`src/rtl/ekiq_pkg.sv`:
```
// ----------------------------------------------------------------------------
// ekiq_pkg
// Shared types and constants for the encoder key input queue.
// ----------------------------------------------------------------------------
package ekiq_pkg;

    // Item opcodes.
    localparam logic [1:0] OP_TICK   = 2'd0;
    localparam logic [1:0] OP_SAMPLE = 2'd1;
    localparam logic [1:0] OP_POP    = 2'd2;

    // Key codes.
    localparam logic [1:0] KEY_UP     = 2'd0;
    localparam logic [1:0] KEY_DOWN   = 2'd1;
    localparam logic [1:0] KEY_SELECT = 2'd2;

    // Encoder A/B pairs, written as {a, b}.
    localparam logic [1:0] AB_PREV_UP   = 2'b00;
    localparam logic [1:0] AB_CUR_UP    = 2'b10;
    localparam logic [1:0] AB_PREV_DOWN = 2'b01;
    localparam logic [1:0] AB_CUR_DOWN  = 2'b11;

    localparam int unsigned DEB_W = 8;
    localparam logic [DEB_W-1:0] DEBOUNCE_RESET = 8'd10;

    typedef logic [1:0] t_key;

    // Request from the execute stage to the queue.
    typedef struct packed {
        logic push;
        logic pop;
        t_key key;
    } t_q_req;

    // Queue status back to the execute stage.
    typedef struct packed {
        logic full;
        logic empty;
        t_key head;
    } t_q_stat;

endpackage

```
`src/rtl/ekiq_if.sv`:
```
// ----------------------------------------------------------------------------
// ekiq_in_if / ekiq_out_if
// Valid/ready channels that carry input items and result items.
// ----------------------------------------------------------------------------
interface ekiq_in_if;
    logic       valid;
    logic       ready;
    logic [1:0] opcode;
    logic       switch_level;
    logic       cur_a;
    logic       cur_b;
    logic       prev_a;
    logic       prev_b;

    modport source (output valid, opcode, switch_level, cur_a, cur_b, prev_a, prev_b,
                    input ready);
    modport sink   (input valid, opcode, switch_level, cur_a, cur_b, prev_a, prev_b,
                    output ready);
endinterface

interface ekiq_out_if;
    logic       valid;
    logic       ready;
    logic       key_valid;
    logic [1:0] key_code;
    logic       key_dropped;

    modport source (output valid, key_valid, key_code, key_dropped, input ready);
    modport sink   (input valid, key_valid, key_code, key_dropped, output ready);
endinterface

```
`src/rtl/ekiq_debounce.sv`:
```
// ----------------------------------------------------------------------------
// ekiq_debounce
// Push switch debouncer with its configuration register.
// ----------------------------------------------------------------------------
module ekiq_debounce (
    input  logic                     i_clk,
    input  logic                     i_rst_n,
    input  logic                     i_cfg_we,
    input  logic [ekiq_pkg::DEB_W-1:0] i_cfg_wdata,
    input  logic                     i_tick,
    input  logic                     i_level,
    output logic                     o_press
);

    logic [ekiq_pkg::DEB_W-1:0] r_ticks;
    logic [ekiq_pkg::DEB_W-1:0] r_count;
    logic [ekiq_pkg::DEB_W-1:0] n_count;
    logic                       r_pressed;
    logic                       n_pressed;
    logic                       pressed;

    // The pin is active low.
    assign pressed = ~i_level;

    always_comb begin
        n_count   = r_count;
        n_pressed = r_pressed;
        o_press   = 1'b0;
        if (i_tick) begin
            if (pressed == r_pressed) begin
                n_count = '0;
            end else if (r_count == '0) begin
                n_count = r_ticks;
            end else begin
                n_count = r_count - 1'b1;
                if (r_count == ekiq_pkg::DEB_W'(1)) begin
                    n_pressed = pressed;
                    o_press   = pressed;
                end
            end
        end
    end

    always_ff @(posedge i_clk) begin
        if (!i_rst_n) begin
            r_ticks   <= ekiq_pkg::DEBOUNCE_RESET;
            r_count   <= '0;
            r_pressed <= 1'b0;
        end else begin
            if (i_cfg_we) begin
                r_ticks <= i_cfg_wdata;
            end
            r_count   <= n_count;
            r_pressed <= n_pressed;
        end
    end

endmodule

```
`src/rtl/ekiq_queue.sv`:
```
// ----------------------------------------------------------------------------
// ekiq_queue
// Circular key queue that keeps one slot empty, with a registered head read.
// ----------------------------------------------------------------------------
module ekiq_queue #(
    parameter int unsigned DEPTH = 32
) (
    input  logic             i_clk,
    input  logic             i_rst_n,
    input  ekiq_pkg::t_q_req i_req,
    output ekiq_pkg::t_q_stat o_stat
);

    localparam int unsigned IDX_W = (DEPTH > 1) ? $clog2(DEPTH) : 1;
    localparam logic [IDX_W-1:0] LAST = IDX_W'(DEPTH - 1);

    ekiq_pkg::t_key mem [DEPTH];

    logic [IDX_W-1:0] r_wr;
    logic [IDX_W-1:0] r_rd;
    logic [IDX_W-1:0] n_wr;
    logic [IDX_W-1:0] n_rd;
    logic [IDX_W-1:0] wr_next;
    logic [IDX_W-1:0] rd_next;
    ekiq_pkg::t_key   r_head;
    logic             full;
    logic             empty;
    logic             wr_en;
    logic             rd_en;

    assign wr_next = (r_wr == LAST) ? '0 : r_wr + 1'b1;
    assign rd_next = (r_rd == LAST) ? '0 : r_rd + 1'b1;
    assign full    = (wr_next == r_rd);
    assign empty   = (r_wr == r_rd);
    assign wr_en   = i_req.push & ~full;
    assign rd_en   = i_req.pop & ~empty;
    assign n_wr    = wr_en ? wr_next : r_wr;
    assign n_rd    = rd_en ? rd_next : r_rd;

    assign o_stat.full  = full;
    assign o_stat.empty = empty;
    assign o_stat.head  = r_head;

    always_ff @(posedge i_clk) begin
        if (wr_en) begin
            mem[r_wr] <= i_req.key;
        end
        // Head entry for the next cycle; a key written to that slot right now
        // is forwarded.
        if (wr_en && (r_wr == n_rd)) begin
            r_head <= i_req.key;
        end else begin
            r_head <= mem[n_rd];
        end
    end

    always_ff @(posedge i_clk) begin
        if (!i_rst_n) begin
            r_wr <= '0;
            r_rd <= '0;
        end else begin
            r_wr <= n_wr;
            r_rd <= n_rd;
        end
    end

endmodule

```
`src/rtl/encoder_key_input_queue_unit.sv`:
```
// ----------------------------------------------------------------------------
// encoder_key_input_queue_unit
// Rotary encoder and push switch to key code queue.
// ----------------------------------------------------------------------------
// Every accepted transaction yields exactly one result transaction. A new
// input transaction can be taken on every clock while the result channel
// applies no back pressure. An accepted transaction is held in the input
// register, executed and loaded into the result register, and is offered on
// the result channel from then on. The sustained rate is one transaction
// per clock, set by the single execute stage between those two registers,
// while the result channel takes every result. The queue memory is written
// at the write pointer and read at the read pointer with a registered head
// entry, so pushes and pops both complete within the execute stage. Back
// pressure on the result channel stalls the execute stage and then the input
// register. The debounce period is written through i_cfg_we and i_cfg_wdata;
// the user must do so only while no transaction is in flight, and the block
// does not enforce this. The period resets to 10 ticks.
// ----------------------------------------------------------------------------
module encoder_key_input_queue_unit #(
    parameter int unsigned QUEUE_DEPTH = 32
) (
    input  logic                       i_clk,
    input  logic                       i_rst_n,
    input  logic                       i_cfg_we,
    input  logic [ekiq_pkg::DEB_W-1:0] i_cfg_wdata,
    ekiq_in_if.sink                    i_item,
    ekiq_out_if.source                 o_result
);

    // Input register.
    logic       r_in_valid;
    logic [1:0] r_opcode;
    logic       r_switch_level;
    logic [1:0] r_cur;
    logic [1:0] r_prev;

    // Result register.
    logic       r_out_valid;
    logic       r_key_valid;
    logic [1:0] r_key_code;
    logic       r_key_dropped;

    logic              out_free;
    logic              exec;
    logic              in_take;
    logic              is_tick;
    logic              is_pop;
    logic              enc_up;
    logic              enc_down;
    logic              press;
    ekiq_pkg::t_q_req  q_req;
    ekiq_pkg::t_q_stat q_stat;
    logic              n_key_valid;

    // The execute stage runs when it holds a transaction and the result
    // register is empty or being drained this cycle.
    assign out_free     = ~r_out_valid | o_result.ready;
    assign exec         = r_in_valid & out_free;
    assign i_item.ready = ~r_in_valid | exec;
    assign in_take      = i_item.valid & i_item.ready;

    assign is_tick  = exec & (r_opcode == ekiq_pkg::OP_TICK);
    assign is_pop   = exec & (r_opcode == ekiq_pkg::OP_POP);
    assign enc_up   = exec & (r_opcode == ekiq_pkg::OP_SAMPLE)
                      & (r_prev == ekiq_pkg::AB_PREV_UP) & (r_cur == ekiq_pkg::AB_CUR_UP);
    assign enc_down = exec & (r_opcode == ekiq_pkg::OP_SAMPLE)
                      & (r_prev == ekiq_pkg::AB_PREV_DOWN)
                      & (r_cur == ekiq_pkg::AB_CUR_DOWN);

    ekiq_debounce u_debounce (
        .i_clk       (i_clk),
        .i_rst_n     (i_rst_n),
        .i_cfg_we    (i_cfg_we),
        .i_cfg_wdata (i_cfg_wdata),
        .i_tick      (is_tick),
        .i_level     (r_switch_level),
        .o_press     (press)
    );

    // At most one key source is active for a given transaction.
    always_comb begin
        q_req.push = press | enc_up | enc_down;
        q_req.pop  = is_pop;
        if (press) begin
            q_req.key = ekiq_pkg::KEY_SELECT;
        end else if (enc_up) begin
            q_req.key = ekiq_pkg::KEY_UP;
        end else begin
            q_req.key = ekiq_pkg::KEY_DOWN;
        end
    end

    ekiq_queue #(
        .DEPTH (QUEUE_DEPTH)
    ) u_queue (
        .i_clk   (i_clk),
        .i_rst_n (i_rst_n),
        .i_req   (q_req),
        .o_stat  (q_stat)
    );

    assign n_key_valid = is_pop & ~q_stat.empty;

    // Payload registers carry no reset.
    always_ff @(posedge i_clk) begin
        if (in_take) begin
            r_opcode       <= i_item.opcode;
            r_switch_level <= i_item.switch_level;
            r_cur          <= {i_item.cur_a, i_item.cur_b};
            r_prev         <= {i_item.prev_a, i_item.prev_b};
        end
        if (exec) begin
            r_key_valid   <= n_key_valid;
            r_key_code    <= n_key_valid ? q_stat.head : ekiq_pkg::KEY_UP;
            r_key_dropped <= q_req.push & q_stat.full;
        end
    end

    always_ff @(posedge i_clk) begin
        if (!i_rst_n) begin
            r_in_valid  <= 1'b0;
            r_out_valid <= 1'b0;
        end else begin
            if (i_item.ready) begin
                r_in_valid <= i_item.valid;
            end
            if (out_free) begin
                r_out_valid <= r_in_valid;
            end
        end
    end

    assign o_result.valid       = r_out_valid;
    assign o_result.key_valid   = r_key_valid;
    assign o_result.key_code    = r_key_code;
    assign o_result.key_dropped = r_key_dropped;

endmodule
```
`src/flat_wrapper.sv`:
```
// flat-port wrapper written by rule: the top's interface ports become plain ports
module encoder_key_input_queue_unit_flat 
#(
    parameter int unsigned QUEUE_DEPTH = 32
)
  (i_clk, i_rst_n, i_cfg_we, i_cfg_wdata, i_item_valid, i_item_opcode, i_item_switch_level, i_item_cur_a, i_item_cur_b, i_item_prev_a, i_item_prev_b, i_item_ready, o_result_valid, o_result_key_valid, o_result_key_code, o_result_key_dropped, o_result_ready);
  ekiq_in_if i_item_i ();
  ekiq_out_if o_result_i ();
  input  logic i_clk;
  input  logic i_rst_n;
  input  logic i_cfg_we;
  input  logic [ekiq_pkg::DEB_W-1:0] i_cfg_wdata;
  input wire logic [$bits(i_item_i.valid)-1:0] i_item_valid;
  input wire logic [$bits(i_item_i.opcode)-1:0] i_item_opcode;
  input wire logic [$bits(i_item_i.switch_level)-1:0] i_item_switch_level;
  input wire logic [$bits(i_item_i.cur_a)-1:0] i_item_cur_a;
  input wire logic [$bits(i_item_i.cur_b)-1:0] i_item_cur_b;
  input wire logic [$bits(i_item_i.prev_a)-1:0] i_item_prev_a;
  input wire logic [$bits(i_item_i.prev_b)-1:0] i_item_prev_b;
  output wire logic [$bits(i_item_i.ready)-1:0] i_item_ready;
  output wire logic [$bits(o_result_i.valid)-1:0] o_result_valid;
  output wire logic [$bits(o_result_i.key_valid)-1:0] o_result_key_valid;
  output wire logic [$bits(o_result_i.key_code)-1:0] o_result_key_code;
  output wire logic [$bits(o_result_i.key_dropped)-1:0] o_result_key_dropped;
  input wire logic [$bits(o_result_i.ready)-1:0] o_result_ready;
  assign i_item_i.valid = i_item_valid;
  assign i_item_i.opcode = i_item_opcode;
  assign i_item_i.switch_level = i_item_switch_level;
  assign i_item_i.cur_a = i_item_cur_a;
  assign i_item_i.cur_b = i_item_cur_b;
  assign i_item_i.prev_a = i_item_prev_a;
  assign i_item_i.prev_b = i_item_prev_b;
  assign i_item_ready = i_item_i.ready;
  assign o_result_valid = o_result_i.valid;
  assign o_result_key_valid = o_result_i.key_valid;
  assign o_result_key_code = o_result_i.key_code;
  assign o_result_key_dropped = o_result_i.key_dropped;
  assign o_result_i.ready = o_result_ready;
  encoder_key_input_queue_unit #(.QUEUE_DEPTH(QUEUE_DEPTH)) u_core (.i_clk(i_clk), .i_rst_n(i_rst_n), .i_cfg_we(i_cfg_we), .i_cfg_wdata(i_cfg_wdata), .i_item(i_item_i), .o_result(o_result_i));
endmodule
```
`config.mk`:
```
export PLATFORM = sky130hd
export DESIGN_NAME = encoder_key_input_queue_unit_flat
export DESIGN_NICKNAME = d
export VERILOG_FILES = /design/src/rtl/ekiq_pkg.sv /design/src/rtl/ekiq_if.sv /design/src/rtl/ekiq_debounce.sv /design/src/rtl/ekiq_queue.sv /design/src/rtl/encoder_key_input_queue_unit.sv /design/src/flat_wrapper.sv
export SDC_FILE = /design/constraint.sdc
export NUM_CORES = 1
export LEC_CHECK = 0
export BUFFER_PORTS_ARGS = -buffer_cell sky130_fd_sc_hd__buf_2
export CAP_MARGIN = 25
export CORE_ASPECT_RATIO = 0.8
export CORE_UTILIZATION = 25
export CTS_BUF_LIST = sky130_fd_sc_hd__clkbuf_4
export CTS_CLUSTER_DIAMETER = 120
export DETAILED_ROUTE_END_ITERATION = 10
export GPL_TIMING_DRIVEN = 1
export HOLD_SLACK_MARGIN = 0.06
export PLACE_DENSITY = 0.5
export RECOVER_POWER = 100
export SLEW_MARGIN = 20
export SYNTH_ARGS = -nofsm -noshare
export SYNTH_HDL_FRONTEND = slang
export SYNTH_HIERARCHICAL = 1
export SYNTH_SLANG_ARGS = --single-unit
```
`constraint.sdc`:
```
create_clock -name i_clk -period 4.6 [get_ports i_clk]
set_clock_uncertainty 0.05 [all_clocks]
set_input_delay 0.46 -clock i_clk [delete_from_list [all_inputs] [get_ports i_clk]]
set_output_delay 0.46 -clock i_clk [all_outputs]
set_load 0.05 [all_outputs]
```
# --- Word level (Yosys, flattened, before mapping) ---
# Memory sizes are Yosys's and may differ from the RTL's. A register that Yosys moved wholly into a read port is not among the register bits.
# Cells that the tools add are included.
totals:
  elab_cells: 69
  out_inout_bits: 6
  ram_bits: 64
  inputBits: 20
  mem_count: 1
  regBits: 40
classes:
  n_reduce_logical: 4
  mux: 13
  bitwise: 23
  eq_ne: 11
  add_sub_neg: 3
memory_table:
  columns: ["memory", "depth", "word_bits", "read_ports", "rd_ports_with_merged_regs", "write_ports", "line_no", "rtl"]
  rows:
  - ["u_core.u_queue.mem", 32, 2, 1, 1, 1, "ekiq_queue.sv:17", "ekiq_pkg::t_key mem [DEPTH];"]
op_table:
  columns: ["operator", "count"]
  rows:
  - ["$mux 8", 2]
  - ["$mux 5", 3]
  - ["$and 1x1->1", 12]
  - ["$add 5x1->5 const B", 2]
  - ["$eq 5x5->1", 2]
  - ["$eq 5x5->1 const B", 2]
  - ["$eq 8x1->1 const B", 1]
  - ["$logic_not 8->1", 1]
  - ["$sub 8x1->8 const B", 1]
  - ["$mux 1", 7]
  - ["$not 1->1", 7]
  - ["$eq 2x2->1 const B", 3]
  - ["$eq 2x1->1 const B", 2]
  - ["$logic_not 2->1", 2]
  - ["$or 1x1->1", 4]
  - ["$reduce_and 4->1", 1]
  - ["$mux 2", 1]
  - ["$eq 1x1->1", 1]

# --- Logic depth before layout (Yosys ltp) ---
depth:
  ltp_word: 11
  mapped_depth: 10
  ltp_nobuf: 9

# --- Hierarchy ---
# Netlist, hierarchy kept.
by_module_without_submodules:
  columns: ["module", "seq_area_each_um2", "cells_per_inst", "instances", "area_each_um2"]
  rows:
  - ["ekiq_queue", 2222.1, 232, 1, 3593.4]
  - ["ekiq_debounce", 340.3, 104, 1, 913.4]
  - ["encoder_key_input_queue_unit", 370.4, 37, 1, 525.5]

# --- Worst setup path before layout ---
# No wires, ideal clock.
synth_path:
  kind: "reg-to-reg"
  startpoint: "reg u_core.r_out_valid (netlist: u_core/o_result.valid)"
  endpoint: "mem u_core/u_queue/mem[15][0] (netlist name) (enable)"
  setup_slack_ps: 829
  arrival_ps: 3423
  period_less_slack_ps: 3771
  setup_time_ps: 298
  n_path_buf: 1
  required_ps: 4252
  stages_incl_launch_ff: 10
  path_cell_list: "dfxtp_1 > or2b_1 > nand2_1 > nor3_1 > nand2_1 > nor4_2 > a41o_1 > a21boi_2 > buf_2 > and3_1"
synth_lines:
  columns: ["item", "line_no", "rtl"]
  rows:
  - ["start: declaration", "encoder_key_input_queue_unit.sv:38", "logic r_out_valid;"]
  - ["start signal: assignment", "encoder_key_input_queue_unit.sv:128", "r_out_valid <= r_in_valid;"]
  - ["end: declaration", "ekiq_queue.sv:17", null]

==> flow_metrics.tcl <==
set metrics [dict create \
    ys_seq_area_share_pct 58.28 \
    timing.reg2reg.setup_slack_ns 1.09 \
    path_clk_slew_ns 0.19 \
    rows 46 \
    rsz0062_at_grt "no" \
    drt-total-wl_um 11020 \
    p_leak_nw 2.202 \
    path_class "reg2reg" \
    max_slew.worst_pin.slew_ns 1.488 \
    syn_inst 373 \
    drv_cap 0 \
    drc_errors 0 \
    cts_tree "done" \
    syn_nets 403 \
    hold_path_class "in2reg" \
    ys.warnings.count 6 \
    synthArstFlopShare_pct 0 \
    whs_path_depth 1 \
    fin_area_um2 5572 \
    final_antenna_net_count 0 \
    numCtsBuffers 9 \
    clock_latency_ns 0.47 \
    die-area_um2 20700 \
    cp-end-kind "register" \
    grt_pass1_vias 3009 \
    layout_min_cycle_time_ns 3.509 \
    synth_area_um2 5032 \
    die_y_um 128.9 \
    status "completed" \
    grt-ovfl-total 0 \
    syn2layout_area_growth_pct 10.72 \
    synth-main-ff-cell "edfxtp_1" \
    synth.area.top_cells "edfxtp_1 45%, dfxtp_1 14%, mux4_2 6.7%" \
    cts_buffer_depth 2 \
    dp_cells 649 \
    slew-limit-headroom_pct 0.7891 \
    ys_types 58 \
    dr.pass1.iters 4 \
    drt_iter0_drc 229 \
    hold_viol 0 \
    synth_edf_count 75 \
    fin_util_pct 28.14 \
    htree_levels 3 \
    setup_tns_ns 0 \
    finalSetupViolCount 0 \
    max_freq_mhz 285.0 \
    drv_slew 0 \
    fp.dieW_um 160.6 \
    wl_per_cell_um 16.48 \
    peakVddDrop_v 0.0001070 \
    grt_pass1_wl_um 17150 \
    critPathMaxFanout 34 \
    yosysTopAreaCell "edfxtp_1" \
    period_share_pct 76.27 \
    cp-start-kind "register" \
    power.density_nw_per_um2 286.1 \
    port_buffers 25 \
    coreArea_um2 19800 \
    antenna_found_initial 2 \
    nNetsFinal 429 \
    start_util_pct 25.42 \
    cts_setup_buffers 0 \
    power_mw 1.594 \
    timing.rr.end "u_core/u_queue/mem[23][0]$_DFFE_PP_" \
    grt_usage_pct 10.96 \
    dpl.hpwl_um 7323 \
    clock_sink_count 109 \
    routabilityCongestion 0.7819 \
    vias 3089 \
    holdPathEnd "u_core/r_prev[0]$_DFFE_PP_" \
    arrival_ns 3.63 \
    post_drt_via_cell_ratio 4.617 \
    worstReg2RegStart "u_core/o_result.valid$_SDFFE_PN0P_" \
    cp.required_ns 4.73 \
    stdcell_count 669 \
    ctsRootBufferMaster "clkbuf_4" \
    syn_avg_cell_area_um2 13.49 \
    final_layout_size_suffix_gt1_share_pct 15.59 \
    ios 26 \
    rr_worst_depth 8 \
    synth-seq-cells 109 \
    synth_top_cell_area_share_pct 44.75 \
    grt_max_degree 38 \
    hp-start "i_item_prev_b" \
    place_area_um2 5450 \
]
[Yosys cell counts (all sizes together), types with 3 or more instances]
| cell | count |
|---|---|
| inv | 12 |
| nor2 | 15 |
| o21ai | 13 |
| clkbuf | 11 |
| mux4 | 20 |
| o2bb2ai | 3 |
| and2 | 9 |
| xor2 | 3 |
| buf | 7 |
| edfxtp | 75 |
| o21a | 3 |
| nor2b | 10 |
| a21oi | 9 |
| dfxtp | 34 |
| and3 | 38 |
| nand2 | 23 |
| nand2b | 3 |
| nand3 | 7 |
| xnor2 | 10 |
| mux2i | 15 |
| nor3b | 3 |
| mux2 | 4 |
| nor3 | 6 |
| ha | 10 |
[layer usage]
layer	global-route usage [%]	vias to the layer above	wire [um]	share of wire, %
li1	-	1465	-	-
met1	15.94	1543	5475	50
met2	15.94	75	4945	45
met3	2.257	6	467	4.2
met4	4.034	0	134	1.2
met5	0	-	0	0
[kinds of logic after synthesis]
group                      share of synthesized area (%)
and+or+nand+nor                                    15.34
DFF                                                58.28
AOI/OAI and AO/OA                                  5.570
muxes                                              13.20
buffers and inverters                              2.859
xor gates and xnor gates                           2.263
adders and majority gates                          2.486
[worst max path at each step]
| stage | startpoint | endpoint | slack (ns) | cells after the start |
|---|---|---|---|---|
| floorplan | u_core/o_result.valid$_SDFFE_PN0P_ | u_core/u_queue/mem[15][0]$_DFFE_PP_ | 0.83 | 9 |
| global placement | o_result_ready | u_core/u_queue/mem[25][0]$_DFFE_PP_ | 1.61 | 10 |
| detailed placement | o_result_ready | u_core/u_queue/mem[28][0]$_DFFE_PP_ | 1.39 | 10 |
| CTS | u_core/o_result.valid$_SDFFE_PN0P_ | u_core/u_queue/mem[28][0]$_DFFE_PP_ | 1.59 | 9 |
| global route | u_core/o_result.valid$_SDFFE_PN0P_ | u_core/u_queue/mem[28][0]$_DFFE_PP_ | 0.74 | 8 |
| finish | u_core/o_result.valid$_SDFFE_PN0P_ | u_core/u_queue/mem[23][0]$_DFFE_PP_ | 1.09 | 8 |
[stage by stage]
stage	worst slack, ns	hold WS [ns]
3_5_place_dp	1.392	0.4312
6_report	1.091	0.1002
3_3_place_gp	1.612	0.4284
2_1_floorplan	0.8290	0.3908
4_1_cts	1.589	0.06095
5_1_grt	0.7402	0.06230
[critical path: stages, from the launching register on]
cell and delay (ns):
dfxtp_1 0.36, or2b_1 0.21, nand2_1 0.10, nor3_1 0.52, nand2_1 0.22, nor4_4 0.27, clkbuf_1 1.10, a41oi_2 0.05
buf_4 0.33
[flip-flops by register name, summed over array words and instances, names as in the netlist, named ones only]
register / count
u_core/r_switch_level: 1
u_core/u_debounce/r_count: 8
u_core/r_prev: 2
u_core/u_queue/r_rd: 5
u_core/u_debounce/r_ticks: 8
u_core/u_debounce/r_pressed: 1
u_core/r_cur: 2
u_core/r_opcode: 2
u_core/o_result.key_dropped: 1
u_core/r_in_valid: 1
u_core/u_queue/mem: 64
u_core/o_result.key_code: 2
u_core/u_queue/r_wr: 5
u_core/o_result.valid: 1
u_core/o_result.key_valid: 1
[layout by cell type, fill, tap and decap left out, types with 5 or more instances in the layout]
master and instances:
nand2_1 23, inv_1 12, a21oi_1 9, and2_1 5
mux4_1 5, mux4_2 15, clkbuf_1 9, o21ai_0 11
nor3_1 5, nand3_1 7, nor2_1 15, nor2b_1 10
dfxtp_1 34, clkbuf_4 10, and3_1 38, mux2i_1 15
edfxtp_1 75, ha_1 10, buf_2 18, xnor2_1 10
[report_power, final]
| part | total (mW) | switching [mW] | internal (mW) |
|---|---|---|---|
| clock | 0.473 | 0.343 | 0.130 |
| sequential | 1.06 | 0.00804 | 1.05 |
| combinational | 0.0660 | 0.0391 | 0.0269 |
| total | 1.59 | 0.390 | 1.20 |
[what timing repair did]
action | 4_1_cts | 5_1_grt
hold buffers | 0 | 3
hold endpoints to repair | 0 | 3
resized for setup | 0 | 0
[area by class of cell]
class	count	area, um^2
Tap cell	264	330.3
Timing Repair Buffer	33	176.4
Inverter	12	45.04
Sequential cell	109	2933
Clock buffer	10	75.07
Antenna cell	1	2.502
Multi-Input combinational cell	234	1954
Fill cell	2053	14230
Clock inverter	6	55.05
No activity file was read; power rests on OpenSTA's default activity.
